### src/design/rcf_pkg.sv
`default_nettype none
package rcf_pkg;

    localparam int BYTE_W  = 8;
    localparam int ANGLE_W = 8;
    localparam int VALUE_W = 10;
    localparam int FPOS_W  = 3;
    localparam int MODE_W  = 3;
    localparam int CFG_IDX_W = 2;
    localparam int NUM_STICKS = 4;

    // Character codes
    localparam logic [BYTE_W-1:0] LOW_LIMIT = 8'd47;
    localparam logic [BYTE_W-1:0] CH_START  = 8'h3E;  // '>'
    localparam logic [BYTE_W-1:0] CH_SEP    = 8'h3A;  // ':'
    localparam logic [BYTE_W-1:0] CH_END    = 8'h2F;  // '/'
    localparam logic [BYTE_W-1:0] CH_ZERO   = 8'h30;  // '0'
    localparam logic [BYTE_W-1:0] CH_NINE   = 8'h39;  // '9'

    localparam logic [VALUE_W-1:0] VALUE_MAX   = 10'd1000;
    localparam logic [FPOS_W-1:0]  FIELD_LIMIT = 3'd5;
    localparam logic [FPOS_W-1:0]  MODE_FIELD  = 3'd4;
    localparam logic [MODE_W-1:0]  MODE_SAT    = 3'd4;

    // Mode field values
    localparam logic [MODE_W-1:0] MODE_GPS      = 3'd1;
    localparam logic [MODE_W-1:0] MODE_ATTITUDE = 3'd2;
    localparam logic [MODE_W-1:0] MODE_MANUAL   = 3'd3;

    // Configuration register indexes
    localparam logic [CFG_IDX_W-1:0] CFG_GPS      = 2'd0;
    localparam logic [CFG_IDX_W-1:0] CFG_ATTITUDE = 2'd1;
    localparam logic [CFG_IDX_W-1:0] CFG_MANUAL   = 2'd2;

    localparam logic [ANGLE_W-1:0] GPS_RESET      = 8'd127;
    localparam logic [ANGLE_W-1:0] ATTITUDE_RESET = 8'd94;
    localparam logic [ANGLE_W-1:0] MANUAL_RESET   = 8'd62;
    localparam logic [ANGLE_W-1:0] HELD_RESET     = 8'd127;

    // floor(v*95/1000) = floor(v*19/200) = (v * 19 * ceil(2^21/200)) >> 21 for v <= 1000.
    localparam logic [ANGLE_W-1:0] ANGLE_BASE  = 8'd45;
    localparam int                 RECIP_SHIFT = 21;
    localparam int                 PROD_W      = 28;
    localparam logic [17:0]        ANGLE_RECIP = 18'd199234;

endpackage
`default_nettype wire

### src/design/rcf_rx_if.sv
`default_nettype none
interface rcf_rx_if;
    logic                        valid;
    logic                        ready;
    logic [rcf_pkg::BYTE_W-1:0]  rx_byte;

    modport source (output valid, output rx_byte, input ready);
    modport sink   (input valid, input rx_byte, output ready);
endinterface
`default_nettype wire

### src/design/rcf_res_if.sv
`default_nettype none
interface rcf_res_if;
    logic                         valid;
    logic                         ready;
    logic [rcf_pkg::ANGLE_W-1:0]  aileron_angle;
    logic [rcf_pkg::ANGLE_W-1:0]  elevator_angle;
    logic [rcf_pkg::ANGLE_W-1:0]  throttle_angle;
    logic [rcf_pkg::ANGLE_W-1:0]  rudder_angle;
    logic [rcf_pkg::ANGLE_W-1:0]  mode_angle;

    modport source (output valid, output aileron_angle, output elevator_angle,
                    output throttle_angle, output rudder_angle, output mode_angle,
                    input ready);
    modport sink   (input valid, input aileron_angle, input elevator_angle,
                    input throttle_angle, input rudder_angle, input mode_angle,
                    output ready);
endinterface
`default_nettype wire

### src/design/rc_command_frame_parser.sv
`default_nettype none
// Command frame parser: one received byte is taken per cycle while the input is not stalled.
// The snapshot stage takes the frame when its frame-closing '/' is transferred; the angle
// multiply then fills the output register from the snapshot stage, which holds the frame
// while the output register is full. Throughput is one byte per cycle; the input
// stalls only while results wait in both the output register and the snapshot stage.
// Reset is synchronous and active low: idle parser, clear frame, default mode angles.
module rc_command_frame_parser (
    input  wire logic                              i_clk,
    input  wire logic                              i_rst_n,
    rcf_rx_if.sink                                 i_rx,
    rcf_res_if.source                              o_res,
    input  wire logic                              i_cfg_we,
    input  wire logic [rcf_pkg::CFG_IDX_W-1:0]     i_cfg_idx,
    input  wire logic [rcf_pkg::ANGLE_W-1:0]       i_cfg_data
);

    typedef logic [rcf_pkg::VALUE_W-1:0] t_value;
    typedef logic [rcf_pkg::ANGLE_W-1:0] t_angle;

    // Configuration registers
    t_angle r_gps_angle;
    t_angle r_att_angle;
    t_angle r_man_angle;

    // Parser state
    logic                         r_await,  n_await;
    logic [rcf_pkg::FPOS_W-1:0]   r_fpos,   n_fpos;
    logic                         r_tok,    n_tok;
    logic                         r_stop,   n_stop;
    t_value                       r_stick [rcf_pkg::NUM_STICKS];
    t_value                       n_stick [rcf_pkg::NUM_STICKS];
    logic [rcf_pkg::MODE_W-1:0]   r_mode,   n_mode;
    t_angle                       r_held,   n_held;
    logic                         capture;

    // Snapshot stage and output register
    logic                         r_s1_valid;
    t_value                       r_s1_stick [rcf_pkg::NUM_STICKS];
    t_angle                       r_s1_mode;
    logic                         r_out_valid;
    t_angle                       r_out_angle [rcf_pkg::NUM_STICKS];
    t_angle                       r_out_mode;

    logic                         s1_adv;
    logic                         in_ready;
    logic                         acc;

    logic [rcf_pkg::BYTE_W-1:0]   rx_b;
    logic                         is_digit;
    logic [3:0]                   digit;
    logic                         stop_eff;
    t_value                       cur_val;
    logic [13:0]                  val_next;
    logic [5:0]                   mode_next;

    function automatic t_angle stick_angle(input t_value v);
        logic [rcf_pkg::PROD_W-1:0] p;
        p = rcf_pkg::PROD_W'(v) * rcf_pkg::PROD_W'(rcf_pkg::ANGLE_RECIP);
        return rcf_pkg::ANGLE_BASE
               + rcf_pkg::ANGLE_W'(p[rcf_pkg::PROD_W-1:rcf_pkg::RECIP_SHIFT]);
    endfunction

    assign s1_adv     = !r_out_valid || o_res.ready;
    assign in_ready   = !r_s1_valid || s1_adv;
    assign i_rx.ready = in_ready;
    assign acc        = i_rx.valid && in_ready;

    assign rx_b     = i_rx.rx_byte;
    assign is_digit = (rx_b >= rcf_pkg::CH_ZERO) && (rx_b <= rcf_pkg::CH_NINE);
    assign digit    = 4'(rx_b - rcf_pkg::CH_ZERO);
    // A fresh field starts its digit run again.
    assign stop_eff = r_tok ? r_stop : 1'b0;
    assign cur_val  = r_stick[r_fpos[1:0]];
    assign val_next = ({4'd0, cur_val} << 3) + ({4'd0, cur_val} << 1) + 14'(digit);
    assign mode_next = ({3'd0, r_mode} << 3) + ({3'd0, r_mode} << 1) + 6'(digit);

    always_comb begin
        n_await = r_await;
        n_fpos  = r_fpos;
        n_tok   = r_tok;
        n_stop  = r_stop;
        n_stick = r_stick;
        n_mode  = r_mode;
        n_held  = r_held;
        capture = 1'b0;
        if (acc && (rx_b >= rcf_pkg::LOW_LIMIT)) begin
            if (r_await) begin
                if (rx_b == rcf_pkg::CH_START) begin
                    n_await = 1'b0;
                end
            end else if (rx_b == rcf_pkg::CH_START) begin
                // A start marker inside a frame is skipped.
                n_await = 1'b0;
            end else if (rx_b == rcf_pkg::CH_END) begin
                case (r_mode)
                    rcf_pkg::MODE_GPS:      n_held = r_gps_angle;
                    rcf_pkg::MODE_ATTITUDE: n_held = r_att_angle;
                    rcf_pkg::MODE_MANUAL:   n_held = r_man_angle;
                    default:                n_held = r_held;
                endcase
                capture = 1'b1;
                n_await = 1'b1;
                n_fpos  = '0;
                n_tok   = 1'b0;
                n_stop  = 1'b0;
                n_mode  = '0;
                for (int k = 0; k < rcf_pkg::NUM_STICKS; k++) begin
                    n_stick[k] = '0;
                end
            end else if (rx_b == rcf_pkg::CH_SEP) begin
                if (r_tok && (r_fpos < rcf_pkg::FIELD_LIMIT)) begin
                    n_fpos = r_fpos + 3'd1;
                end
                n_tok  = 1'b0;
                n_stop = 1'b0;
            end else begin
                n_tok = 1'b1;
                if (is_digit && !stop_eff) begin
                    n_stop = 1'b0;
                    if (r_fpos < rcf_pkg::MODE_FIELD) begin
                        n_stick[r_fpos[1:0]] = (val_next > 14'(rcf_pkg::VALUE_MAX))
                                             ? rcf_pkg::VALUE_MAX : val_next[9:0];
                    end else if (r_fpos == rcf_pkg::MODE_FIELD) begin
                        n_mode = (mode_next > 6'(rcf_pkg::MODE_SAT))
                               ? rcf_pkg::MODE_SAT : mode_next[2:0];
                    end
                end else begin
                    n_stop = 1'b1;
                end
            end
        end
    end

    always_ff @(posedge i_clk) begin
        if (!i_rst_n) begin
            r_gps_angle <= rcf_pkg::GPS_RESET;
            r_att_angle <= rcf_pkg::ATTITUDE_RESET;
            r_man_angle <= rcf_pkg::MANUAL_RESET;
        end else if (i_cfg_we) begin
            case (i_cfg_idx)
                rcf_pkg::CFG_GPS:      r_gps_angle <= i_cfg_data;
                rcf_pkg::CFG_ATTITUDE: r_att_angle <= i_cfg_data;
                rcf_pkg::CFG_MANUAL:   r_man_angle <= i_cfg_data;
                default:               r_gps_angle <= r_gps_angle;
            endcase
        end
    end

    always_ff @(posedge i_clk) begin
        if (!i_rst_n) begin
            r_await <= 1'b1;
            r_fpos  <= '0;
            r_tok   <= 1'b0;
            r_stop  <= 1'b0;
            r_mode  <= '0;
            r_held  <= rcf_pkg::HELD_RESET;
            for (int k = 0; k < rcf_pkg::NUM_STICKS; k++) begin
                r_stick[k] <= '0;
            end
        end else begin
            r_await <= n_await;
            r_fpos  <= n_fpos;
            r_tok   <= n_tok;
            r_stop  <= n_stop;
            r_mode  <= n_mode;
            r_held  <= n_held;
            r_stick <= n_stick;
        end
    end

    // The snapshot stage holds the finished frame while the output register drains.
    always_ff @(posedge i_clk) begin
        if (!i_rst_n) begin
            r_s1_valid <= 1'b0;
        end else if (in_ready) begin
            r_s1_valid <= capture;
        end
    end

    always_ff @(posedge i_clk) begin
        if (capture) begin
            r_s1_stick <= r_stick;
            r_s1_mode  <= n_held;
        end
    end

    always_ff @(posedge i_clk) begin
        if (!i_rst_n) begin
            r_out_valid <= 1'b0;
        end else if (s1_adv) begin
            r_out_valid <= r_s1_valid;
        end
    end

    always_ff @(posedge i_clk) begin
        if (s1_adv && r_s1_valid) begin
            for (int k = 0; k < rcf_pkg::NUM_STICKS; k++) begin
                r_out_angle[k] <= stick_angle(r_s1_stick[k]);
            end
            r_out_mode <= r_s1_mode;
        end
    end

    assign o_res.valid          = r_out_valid;
    assign o_res.aileron_angle  = r_out_angle[0];
    assign o_res.elevator_angle = r_out_angle[1];
    assign o_res.throttle_angle = r_out_angle[2];
    assign o_res.rudder_angle   = r_out_angle[3];
    assign o_res.mode_angle     = r_out_mode;

    a_close_snapshot : assert property (@(posedge i_clk) disable iff (!i_rst_n)
        capture |=> r_s1_valid)
        else $error("closed frame did not reach the snapshot stage");

    a_close_idle : assert property (@(posedge i_clk) disable iff (!i_rst_n)
        capture |=> (r_await && (r_fpos == '0) && (r_mode == '0)))
        else $error("frame state not cleared after frame close");

    a_fpos_range : assert property (@(posedge i_clk) disable iff (!i_rst_n)
        (r_fpos <= rcf_pkg::FIELD_LIMIT) && (r_mode <= rcf_pkg::MODE_SAT))
        else $error("field position or mode value out of range");

    a_no_overrun : assert property (@(posedge i_clk) disable iff (!i_rst_n)
        (r_s1_valid && !s1_adv) |=> ($stable(r_s1_mode) && r_s1_valid))
        else $error("snapshot overwritten while output stalled");

endmodule
`default_nettype wire

### src/flat_wrapper.sv
// flat-port wrapper written by rule: the top's interface ports become plain ports
module rc_command_frame_parser_flat 
  (i_clk, i_rst_n, i_cfg_we, i_cfg_idx, i_cfg_data, i_rx_valid, i_rx_rx_byte, i_rx_ready, o_res_valid, o_res_aileron_angle, o_res_elevator_angle, o_res_throttle_angle, o_res_rudder_angle, o_res_mode_angle, o_res_ready);
  rcf_rx_if i_rx_i ();
  rcf_res_if o_res_i ();
  input  wire logic i_clk;
  input  wire logic i_rst_n;
  input  wire logic i_cfg_we;
  input  wire logic [rcf_pkg::CFG_IDX_W-1:0] i_cfg_idx;
  input  wire logic [rcf_pkg::ANGLE_W-1:0] i_cfg_data;
  input wire logic [$bits(i_rx_i.valid)-1:0] i_rx_valid;
  input wire logic [$bits(i_rx_i.rx_byte)-1:0] i_rx_rx_byte;
  output wire logic [$bits(i_rx_i.ready)-1:0] i_rx_ready;
  output wire logic [$bits(o_res_i.valid)-1:0] o_res_valid;
  output wire logic [$bits(o_res_i.aileron_angle)-1:0] o_res_aileron_angle;
  output wire logic [$bits(o_res_i.elevator_angle)-1:0] o_res_elevator_angle;
  output wire logic [$bits(o_res_i.throttle_angle)-1:0] o_res_throttle_angle;
  output wire logic [$bits(o_res_i.rudder_angle)-1:0] o_res_rudder_angle;
  output wire logic [$bits(o_res_i.mode_angle)-1:0] o_res_mode_angle;
  input wire logic [$bits(o_res_i.ready)-1:0] o_res_ready;
  assign i_rx_i.valid = i_rx_valid;
  assign i_rx_i.rx_byte = i_rx_rx_byte;
  assign i_rx_ready = i_rx_i.ready;
  assign o_res_valid = o_res_i.valid;
  assign o_res_aileron_angle = o_res_i.aileron_angle;
  assign o_res_elevator_angle = o_res_i.elevator_angle;
  assign o_res_throttle_angle = o_res_i.throttle_angle;
  assign o_res_rudder_angle = o_res_i.rudder_angle;
  assign o_res_mode_angle = o_res_i.mode_angle;
  assign o_res_i.ready = o_res_ready;
  rc_command_frame_parser u_core (.i_clk(i_clk), .i_rst_n(i_rst_n), .i_rx(i_rx_i), .o_res(o_res_i), .i_cfg_we(i_cfg_we), .i_cfg_idx(i_cfg_idx), .i_cfg_data(i_cfg_data));
endmodule
### config.mk
export PLATFORM = sky130hd
export DESIGN_NAME = rc_command_frame_parser_flat
export DESIGN_NICKNAME = d
export VERILOG_FILES = /design/src/design/rcf_pkg.sv /design/src/design/rcf_rx_if.sv /design/src/design/rcf_res_if.sv /design/src/design/rc_command_frame_parser.sv /design/src/flat_wrapper.sv
export SDC_FILE = /design/constraint.sdc
export NUM_CORES = 1
export LEC_CHECK = 0
export ABC_AREA = 1
export BUFFER_PORTS_ARGS = -buffer_cell sky130_fd_sc_hd__buf_2
export CAP_MARGIN = 25
export CORE_ASPECT_RATIO = 0.7
export CORE_MARGIN = 4
export CORE_UTILIZATION = 56
export DETAILED_ROUTE_END_ITERATION = 16
export PLACE_DENSITY = 0.84
export SLEW_MARGIN = 5
export SYNTH_ARGS = -nofsm -noshare
export SYNTH_HDL_FRONTEND = slang
export SYNTH_SLANG_ARGS = --single-unit
export TNS_END_PERCENT = 20
### constraint.sdc
create_clock -name i_clk -period 4.6 [get_ports i_clk]
set_input_delay 0.23 -clock i_clk [delete_from_list [all_inputs] [get_ports i_clk]]
set_output_delay 0.23 -clock i_clk [all_outputs]
set_load 0.03 [all_outputs]
==> run metrics, run 1 <==
commonest cells after routing, fill and taps aside nand2_1 (513), ha_1 (355), inv_1 (304); most common cell after layout, fill and taps aside nand2_1; count of final setup violators 0; dpl ws 0.259 ns; R2R depth 22; I/O Buffers 64; final worst slack 0.236 ns; Slew Limit Fails 0; placed inst area 17200 um2; syn_area_per_cell 7.93 um2; Crit Path Category register to register; syn nets 2510; gr ovfl total 0; power share of the combinational group 2.3%; PD cells 176 nW/um2; Top-Level Pins 65; RSZ-0062 raised after global routing true; area grow syn2layout 9.57%; Final Hold Fails 0; Sw Pwr 0.778 mW; Worst Hold Path Cells 3; Worst R2R Start u_core.r_s1_stick[14]; CP endpoint kind register; Syn Inst Count 2076; share of layout cells above drive strength 1 7.29%; Arrival @ worst endpoint 4.57 ns; Lkg Pwr 9.54 nW; DRC 0; Fillers 2314; Net Sw Frac 24.6%; largest net degree at the start of global routing 49; CTS Buf Count 17; final core utilization 62.3%; WHS 0.0226 ns; Clk pwr share 47.1%; TritonCTS Sinks 171; fin nets 2603; Max Freq 229 MHz; post-layout instance area 18000 um2; DR pass1 iterations 6; Clk Latency, worst-skew pair 0.45 ns; post-synthesis cell area 16500 um2; Iter 0 DRT Violations 1446; r2r endpoint u_core.r_out_angle[2][6]; core area 29000 um2; total number of vias 14459; Least-Margin Pin Slew 1.00 ns; final WL 39.8 mm; status complete, no violations; slack of the worst reg-to-reg path 0.24 ns; WL/cell 15.6 um; die area 32200 um2; Die W 213 um; Pwr Total 3.17 mW; Inserted Diodes 0; sequential share of the synthesized area 26.1%; Worst slew margin 32.8%; number of global-route vias before repair 13355; antenna viol nets, final 0; CTS Buffer Depth 2; crit-path max FO 4; H-Tree Depth 4; CTS tree built; fin crit period 4.36 ns; Die Y 151 um; Max-Cap Viols 0; post-route insts no fill 2560; Pint 2.39 mW; CTS clk-pin slew, worst paths 0.08 ns; cell total after placement 2504; setup tns final 0 ns; Netlist cell types 42; hold path start i_cfg_data[3]; Hold Crit Class input pin to register; total number of placement rows 52; Yosys reg bits 171; initial antenna violation count 0; Initial Util 56.9%; clk_skew 0.0109 ns; Root Buffer clkbuf_16; Critical Path RT 4.81 ns; Period Utilization, post-route 94.9%; vias per inst 5.65; GPL Wtd Cong 0.968; crit start category register; dpl hpwl 30.9 mm; Worst Hold Path EP u_core.r_att_angle[3]; gr usage total 24.4%; Ys Warns 0; first-pass GRT wire length 64.2 mm; Max VDD drop 0.278 mV; Reg power frac 50.6%
area by class of cell:
class,instances,area (um2),area share (%)
multi-input combinational,1577,10900,60.6
timing repair buffer,93,553,3.07
clock inverter,14,165,0.916
sequential,171,4300,23.9
clock buffer,18,450,2.50
inverter,309,1160,6.43
tap,378,473,2.62
cells by family after synthesis:
group	synth area share (%)
xor+xnor	1.12
compound gates	7.68
simple gates	23.7
buf+inv	7.57
fa+ha+maj	33.8
flops	26.1
worst max-delay path by stage:
stage,start,end,depth (start not counted)
2_1_floorplan,u_core.r_s1_stick[6],u_core.r_out_angle[3][6],22
3_3_place_gp,u_core.r_s1_stick[6],u_core.r_out_angle[3][6],22
3_5_place_dp,u_core.r_s1_stick[16],u_core.r_out_angle[2][6],20
4_1_cts,u_core.r_s1_stick[6],u_core.r_out_angle[3][6],22
5_1_grt,u_core.r_s1_stick[27],u_core.r_out_angle[1][6],20
6_report,u_core.r_s1_stick[14],u_core.r_out_angle[2][6],22
timing repair:
item / 4_1_cts / 5_1_grt
hold buffers: 2 / 0
endpoints found under the hold margin: 3 / 0
resized for setup: 0 / 3
endpoints found under the setup margin: 0 / 4
setup buffers: 0 / 20
power by group through the flow:
stage          clock, mW  sequential, mW  combinational, mW
6_report            1.49            1.60             0.0714
5_1_grt             1.58            1.60             0.0799
4_1_cts             1.51            1.60             0.0696
3_5_place_dp           0            1.64             0.0676
3_3_place_gp           0            1.64             0.0657
2_1_floorplan          0            1.63             0.0428
layer usage:
metal / vias up / GRT usage (%) / part of all wire [%]
li1: 7086 / - / -
met5: - / 0 / 0
met1: 6734 / 35.9 / 46
met3: 53 / 5.55 / 8.8
met4: 0 / 4.76 / 1.2
met2: 586 / 36.9 / 44
registers in the layout (all words and copies together) (netlist names):
name and flops:
u_core.r_stick 40, u_core.r_s1_stick 40, u_core.r_s1_mode 8, u_core.r_gps_angle 8
u_core.r_fpos 3, u_core.r_held 8, u_core.r_out_angle 32, u_core.r_att_angle 8
u_core.r_await 1, u_core.o_res.mode_angle 8, u_core.r_tok 1, u_core.o_res.valid 1
u_core.r_s1_valid 1, u_core.r_stop 1, u_core.r_man_angle 8, u_core.r_mode 3
critical path, cell delays in order (launching register included):
cell and delay (ns):
edfxtp_1 0.48, ha_1 0.33, ha_1 0.14, inv_1 0.06
fa_1 0.53, inv_1 0.06, ha_1 0.32, fa_1 0.47
ha_1 0.35, nand2_1 0.14, inv_1 0.07, nand2_1 0.06
nand2_1 0.04, a21oi_1 0.17, nand2_1 0.07, nand2_1 0.07
nand2_1 0.09, ha_1 0.24, nand3b_1 0.20, nand2_1 0.11
nand2_1 0.05, nand2_1 0.05, nand2_1 0.04
Yosys cell counts:
master | instances | area share, %
nand2b_1 | 1 | 0.038
fa_1 | 56 | 6.8
nand3_4 | 1 | 0.11
o21a_1 | 1 | 0.046
o21ai_0 | 81 | 2.5
nor3_1 | 19 | 0.58
clkbuf_1 | 15 | 0.34
xnor2_1 | 5 | 0.27
edfxtp_1 | 88 | 16
nand4_1 | 45 | 1.7
nand2_2 | 4 | 0.15
buf_1 | 1 | 0.023
a21oi_2 | 1 | 0.053
o32ai_1 | 1 | 0.053
a211oi_1 | 2 | 0.091
ha_1 | 355 | 27
a21oi_1 | 126 | 3.8
or2_4 | 1 | 0.053
o22ai_1 | 9 | 0.34
nor3b_1 | 1 | 0.046
xor2_1 | 16 | 0.85
nand2_1 | 514 | 12
or2_2 | 2 | 0.076
buf_6 | 1 | 0.068
nor2_4 | 5 | 0.34
nand3_2 | 3 | 0.18
o21bai_1 | 5 | 0.23
nor2_8 | 2 | 0.24
dfxtp_1 | 83 | 10
inv_2 | 4 | 0.091
a21o_1 | 6 | 0.27
a22oi_1 | 2 | 0.091
nand3b_4 | 1 | 0.12
nor2_2 | 2 | 0.076
o21ai_2 | 4 | 0.21
nand3b_1 | 8 | 0.36
inv_1 | 305 | 7.0
nor3_2 | 1 | 0.061
and2_1 | 6 | 0.23
nor2_1 | 166 | 3.8
nand3_1 | 125 | 3.8
buf_4 | 2 | 0.091
Power figures use the tool's default switching activity.
==> run 2: changes to the inputs <==
- BUFFER_PORTS_ARGS: -buffer_cell sky130_fd_sc_hd__buf_2 -> -buffer_cell sky130_fd_sc_hd__buf_4
- CELL_PAD_IN_SITES_DETAIL_PLACEMENT: not set -> 1
- CELL_PAD_IN_SITES_GLOBAL_PLACEMENT: not set -> 2
- CORE_UTILIZATION: 56 -> 39
- PLACE_DENSITY: 0.84 -> 0.94
==> run metrics, run 2 (synthesis results as in run 1) <==
Period Utilization, post-route 97.1%; initial antenna violation count 0; slowest stage cell, crit path edfxtp_1; hold path start i_cfg_data[7]; Worst R2R Start u_core.r_s1_stick[14]; crit-path max FO 4; Arrival @ worst endpoint 4.68 ns; Worst slew margin 28.5%; I/O Buffers 64; H-Tree Depth 4; count of final setup violators 0; r2r endpoint u_core.r_out_angle[2][6]; Worst Hold Path EP u_core.r_man_angle[7]; global-route met3 utilization 3.18%; Sw Pwr 0.775 mW; GPL Wtd Cong 0.880; Net Sw Frac 24.0%; met1 usage 30.5%; Hold Crit Class input pin to register; Iter 0 DRT Violations 926; DRC 0; Final Hold Fails 0; slack of the worst reg-to-reg path 0.13 ns; fin nets 2630; R2R depth 20; total number of placement rows 62; share of layout cells above drive strength 1 8.65%; fin crit period 4.47 ns; Pint 2.46 mW; CP endpoint kind register; Crit Path Category register to register; dpl hpwl 37.9 mm; clk_skew 0.0132 ns; total number of vias 14610; Max Freq 224 MHz; Most Frequent Cell on Critical Path nand2_1; number of global-route vias before repair 14937; Largest regs u_core.r_s1_stick x40, u_core.r_stick x40, u_core.r_out_angle x32; crit-path cells ha_4, inv_1, fa_1, inv_1, fa_1, ha_1, ha_4, nand2_1, nor2_2, inv_1, nor3_1, nand2_1, nand3_1, nand2_1, ha_1, nand3b_1, nand2_1, nand2_1, nand2_1, nand2_1; grt peak-use layer met2; core area 41300 um2; Inserted Diodes 0; WHS 0.0513 ns; PD cells 173 nW/um2; die area 45600 um2; WL/cell 17.6 um; vias per inst 5.31; Slew Limit Fails 0; status complete, no violations; CTS Buffer Depth 2; Die W 254 um; Worst Hold Path Cells 3; area grow syn2layout 13.6%; Max-Cap Viols 0; post-layout instance area 18700 um2; Clk Latency, worst-skew pair 0.47 ns; TritonCTS Sinks 171; Root Buffer clkbuf_16; Least-Margin Pin Slew 1.06 ns; CTS clk-pin slew, worst paths 0.08 ns; met2 global-route usage 33.4%; largest net degree at the start of global routing 49; first-pass GRT wire length 78.2 mm; CTS tree built; most common cell after layout, fill and taps aside nand2_1; Top-Level Pins 65; Reg power frac 49.6%; CTS Buf Count 17; Max VDD drop 0.273 mV; antenna viol nets, final 0; placed inst area 17600 um2; Die Y 180 um; final WL 48.3 mm; Clk pwr share 47.8%; CP peak stage delay 0.53 ns; Lkg Pwr 9.73 nW; RSZ-0062 raised after global routing true; gr usage total 21.0%; DR pass1 iterations 5; Initial Util 39.8%; crit start category register; Critical Path RT 4.81 ns; commonest cells after routing, fill and taps aside nand2_1 (511), ha_1 (351), inv_1 (304); gr ovfl total 0; power share of the combinational group 2.6%
-- run 2: cell types whose count changed in the layout (fill, tap and decap cells not counted), moves of 3 or more --
cell	previous run	this run
ha_4	0	4
buf_2	65	0
a21oi_2	2	5
a21oi_1	124	121
ha_1	355	351
dlygate4sd3_1	2	7
buf_4	25	112
-- run 2: worst max-delay path by stage --
stage,slack [ns],from,endpoint,cells past startpoint
global route,-0.09,u_core.r_s1_stick[34],u_core.r_out_angle[0][6],21
finish,0.13,u_core.r_s1_stick[14],u_core.r_out_angle[2][6],20
global placement,0.29,u_core.r_s1_stick[16],u_core.r_out_angle[2][6],22
detailed placement,0.16,u_core.r_s1_stick[16],u_core.r_out_angle[2][6],20
floorplan,0.56,u_core.r_s1_stick[6],u_core.r_out_angle[3][6],22
CTS,0.03,u_core.r_s1_stick[12],u_core.r_out_angle[2][6],20
-- run 2: cell type report --
| class | count | area [um2] |
|---|---|---|
| Tap cell | 544 | 681 |
| Clock buffer | 17 | 425 |
| Multi-Input combinational cell | 1577 | 11000 |
| Timing Repair Buffer | 120 | 931 |
| Inverter | 309 | 1160 |
| Fill cell | 5122 | 22700 |
| Clock inverter | 15 | 194 |
| Sequential cell | 171 | 4300 |
-- run 2: per-layer routing --
metal  wire [um]  part of all wire (%)  vias up
met2       21800                    45      280
met1       23800                    49     7149
met3        2030                   4.2       48
met4         627                   1.3        0
li1            -                     -     7133
met5           0                     0        -
-- run 2: worst max-delay path, delay by kind of cell (launching register included) --
family	cells	cell delay, ns
flops	1	0.53
simple gates	11	1.18
fa+ha+maj	6	2.30
buf+inv	3	0.19
-- run 2: through the flow --
stage	std cells	setup TNS [ns]	setup WS [ns]	power [mW]	util [%]
after CTS	2711	0	0.0307	3.26	44.2
after detailed placement	2672	0	0.159	1.72	42.6
final	2753	0	0.133	3.23	45.2
after global placement	2672	0	0.293	1.71	42.6
after floorplan	2076	0	0.562	1.68	-
after global routing	2753	-0.165	-0.0941	3.33	45.2
-- run 2: power groups by stage --
stage                     sequential [mW]  clock (mW)  combinational [mW]
after floorplan                      1.63           0              0.0428
after global placement               1.64           0              0.0757
after detailed placement             1.64           0              0.0792
after CTS                            1.60        1.57              0.0848
after global routing                 1.60        1.64              0.0944
final                                1.60        1.54              0.0853
-- run 2: repair_timing --
item | 4_1_cts | 5_1_grt
endpoints found under the setup margin | 0 | 10
hold buffers | 7 | 0
hold endpoints to repair | 16 | 0
resized for setup | 0 | 15
setup buffers | 0 | 41
==> run 3: changes to the inputs <==
- CORE_ASPECT_RATIO: 0.7 -> 1.1
- CORE_MARGIN: 4 -> 2
==> run metrics, run 3 (synthesis results as in run 1) <==
status complete, no violations; setup tns final 0 ns; largest net degree at the start of global routing 49; number of global-route vias before repair 15370; Clk Latency, worst-skew pair 0.48 ns; slack of the worst reg-to-reg path 0.21 ns; clk_skew 0.0198 ns; GPL Wtd Cong 0.900; commonest cells after routing, fill and taps aside nand2_1 (510), ha_1 (349), inv_1 (304); share of layout cells above drive strength 1 8.74%; Inserted Diodes 0; total number of vias 14474; Lkg Pwr 9.72 nW; die area 43900 um2; antenna viol nets, final 0; RSZ-0062 raised after global routing true; Largest regs u_core.r_s1_stick x40, u_core.r_stick x40, u_core.r_out_angle x32; power share of the combinational group 2.6%; Least-Margin Pin Slew 0.992 ns; CP peak stage delay 0.57 ns; Final Hold Fails 0; fin nets 2629; crit-path max FO 4; Hold Crit Class input pin to register; WL/cell 17.1 um; fin crit period 4.39 ns; dpl hpwl 36.9 mm; most common cell after layout, fill and taps aside nand2_1; vias per inst 5.23; H-Tree Depth 4; Worst Hold Path Cells 4; Initial Util 39.7%; Worst slew margin 33.4%; Pint 2.38 mW; r2r endpoint u_core.r_out_angle[0][6]; Clk pwr share 48.1%; crit-path cells ha_1, ha_1, inv_1, fa_1, inv_1, ha_1, fa_1, ha_4, a21o_1, nor2_1, nor2_1, nor2_1, nand2_1, nand2_1, nand2_1, ha_1, inv_1, nand3_1, nand2_1, nand2_1, nand2_1, nand2_1; R2R depth 22; gr ovfl total 0; total number of placement rows 78; Reg power frac 49.3%; core area 41500 um2; final WL 47.3 mm; DR pass1 iterations 5; count of final setup violators 0; DRC 0; Root Buffer clkbuf_16; crit start category register; Crit Path Category register to register; Max Freq 228 MHz; Most Frequent Cell on Critical Path nand2_1; Iter 0 DRT Violations 714; CTS clk-pin slew, worst paths 0.09 ns; Die W 200 um; area grow syn2layout 13.8%; CTS Buf Count 17; Worst Hold Path EP u_core.o_res.valid; slowest stage cell, crit path fa_1; TritonCTS Sinks 171; Critical Path RT 4.82 ns; Max VDD drop 0.285 mV; gr usage total 21.6%; hold path start o_res_ready; Worst R2R Start u_core.r_s1_stick[34]; Arrival @ worst endpoint 4.61 ns; WHS 0.0867 ns; CP endpoint kind register; Slew Limit Fails 0; Net Sw Frac 26.7%; I/O Buffers 64; Top-Level Pins 65; PD cells 173 nW/um2; Sw Pwr 0.868 mW; Die Y 219 um; Period Utilization, post-route 95.4%; first-pass GRT wire length 75.3 mm; Max-Cap Viols 0; CTS tree built; CTS Buffer Depth 2; initial antenna violation count 0
-- run 3: area by class of cell --
class                   count  area [um2]
clock buffers              17         425
fillers                  5048       22700
flip-flops and latches    171        4300
clock inverters            15         204
inverters                 309        1160
well taps                 560         701
multi-input cells        1577       11000
repair buffers            119         926
-- run 3: stage by stage --
step                power (mW)  setup slack, ns  std cells  area [um2]  utilization, %
floorplan                 1.68            0.562       2076       16500               -
CTS                       3.27           0.0937       2727       18300            44.2
global route              3.34          -0.0632       2768       18700            45.2
detailed placement        1.71            0.181       2687       17600            42.5
finish                    3.25            0.214       2768       18700            45.2
global placement          1.71            0.327       2687       17600            42.5
-- run 3: metal layers --
metal	up-vias	GRT usage, %	wire length [um]	part of all wire [%]
li1	7136	-	-	-
met1	7066	26.0	20500	43
met2	198	39.7	24800	52
met3	74	2.37	952	2.0
met4	0	7.06	1090	2.3
met5	-	0	0	0
-- run 3: worst max-delay path by stage --
stage / to / startpoint
after floorplan: u_core.r_out_angle[3][6] / u_core.r_s1_stick[6]
final: u_core.r_out_angle[0][6] / u_core.r_s1_stick[34]
after global routing: u_core.r_out_angle[0][6] / u_core.r_s1_stick[34]
after detailed placement: u_core.r_out_angle[3][6] / u_core.r_s1_stick[6]
after CTS: u_core.r_out_angle[0][6] / u_core.r_s1_stick[37]
after global placement: u_core.r_out_angle[1][6] / u_core.r_s1_stick[26]
-- run 3: critical path, delay by kind of cell (launching register included) --
kind                     cells  cell delay (ns)
AO/OA/AOI/OAI                1             0.19
AND/OR/NAND/NOR             11             0.91
flip-flops                   1             0.47
buffers and inverters        3             0.19
adder cells (fa/ha/maj)      7             2.37
-- run 3: power by group through the flow --
stage	Clock, mW	Combinational [mW]	Sequential (mW)
after global routing	1.64	0.0940	1.60
final	1.56	0.0844	1.60
after detailed placement	0	0.0778	1.64
after global placement	0	0.0750	1.64
after CTS	1.59	0.0837	1.60
after floorplan	0	0.0428	1.63
-- run 3: repair_timing --
item | CTS | global route
buffers inserted | 0 | 40
endpoints found under the hold margin | 20 | 0
gates resized for setup | 0 | 19
setup endpoints to repair | 0 | 8
hold buffers | 8 | 0
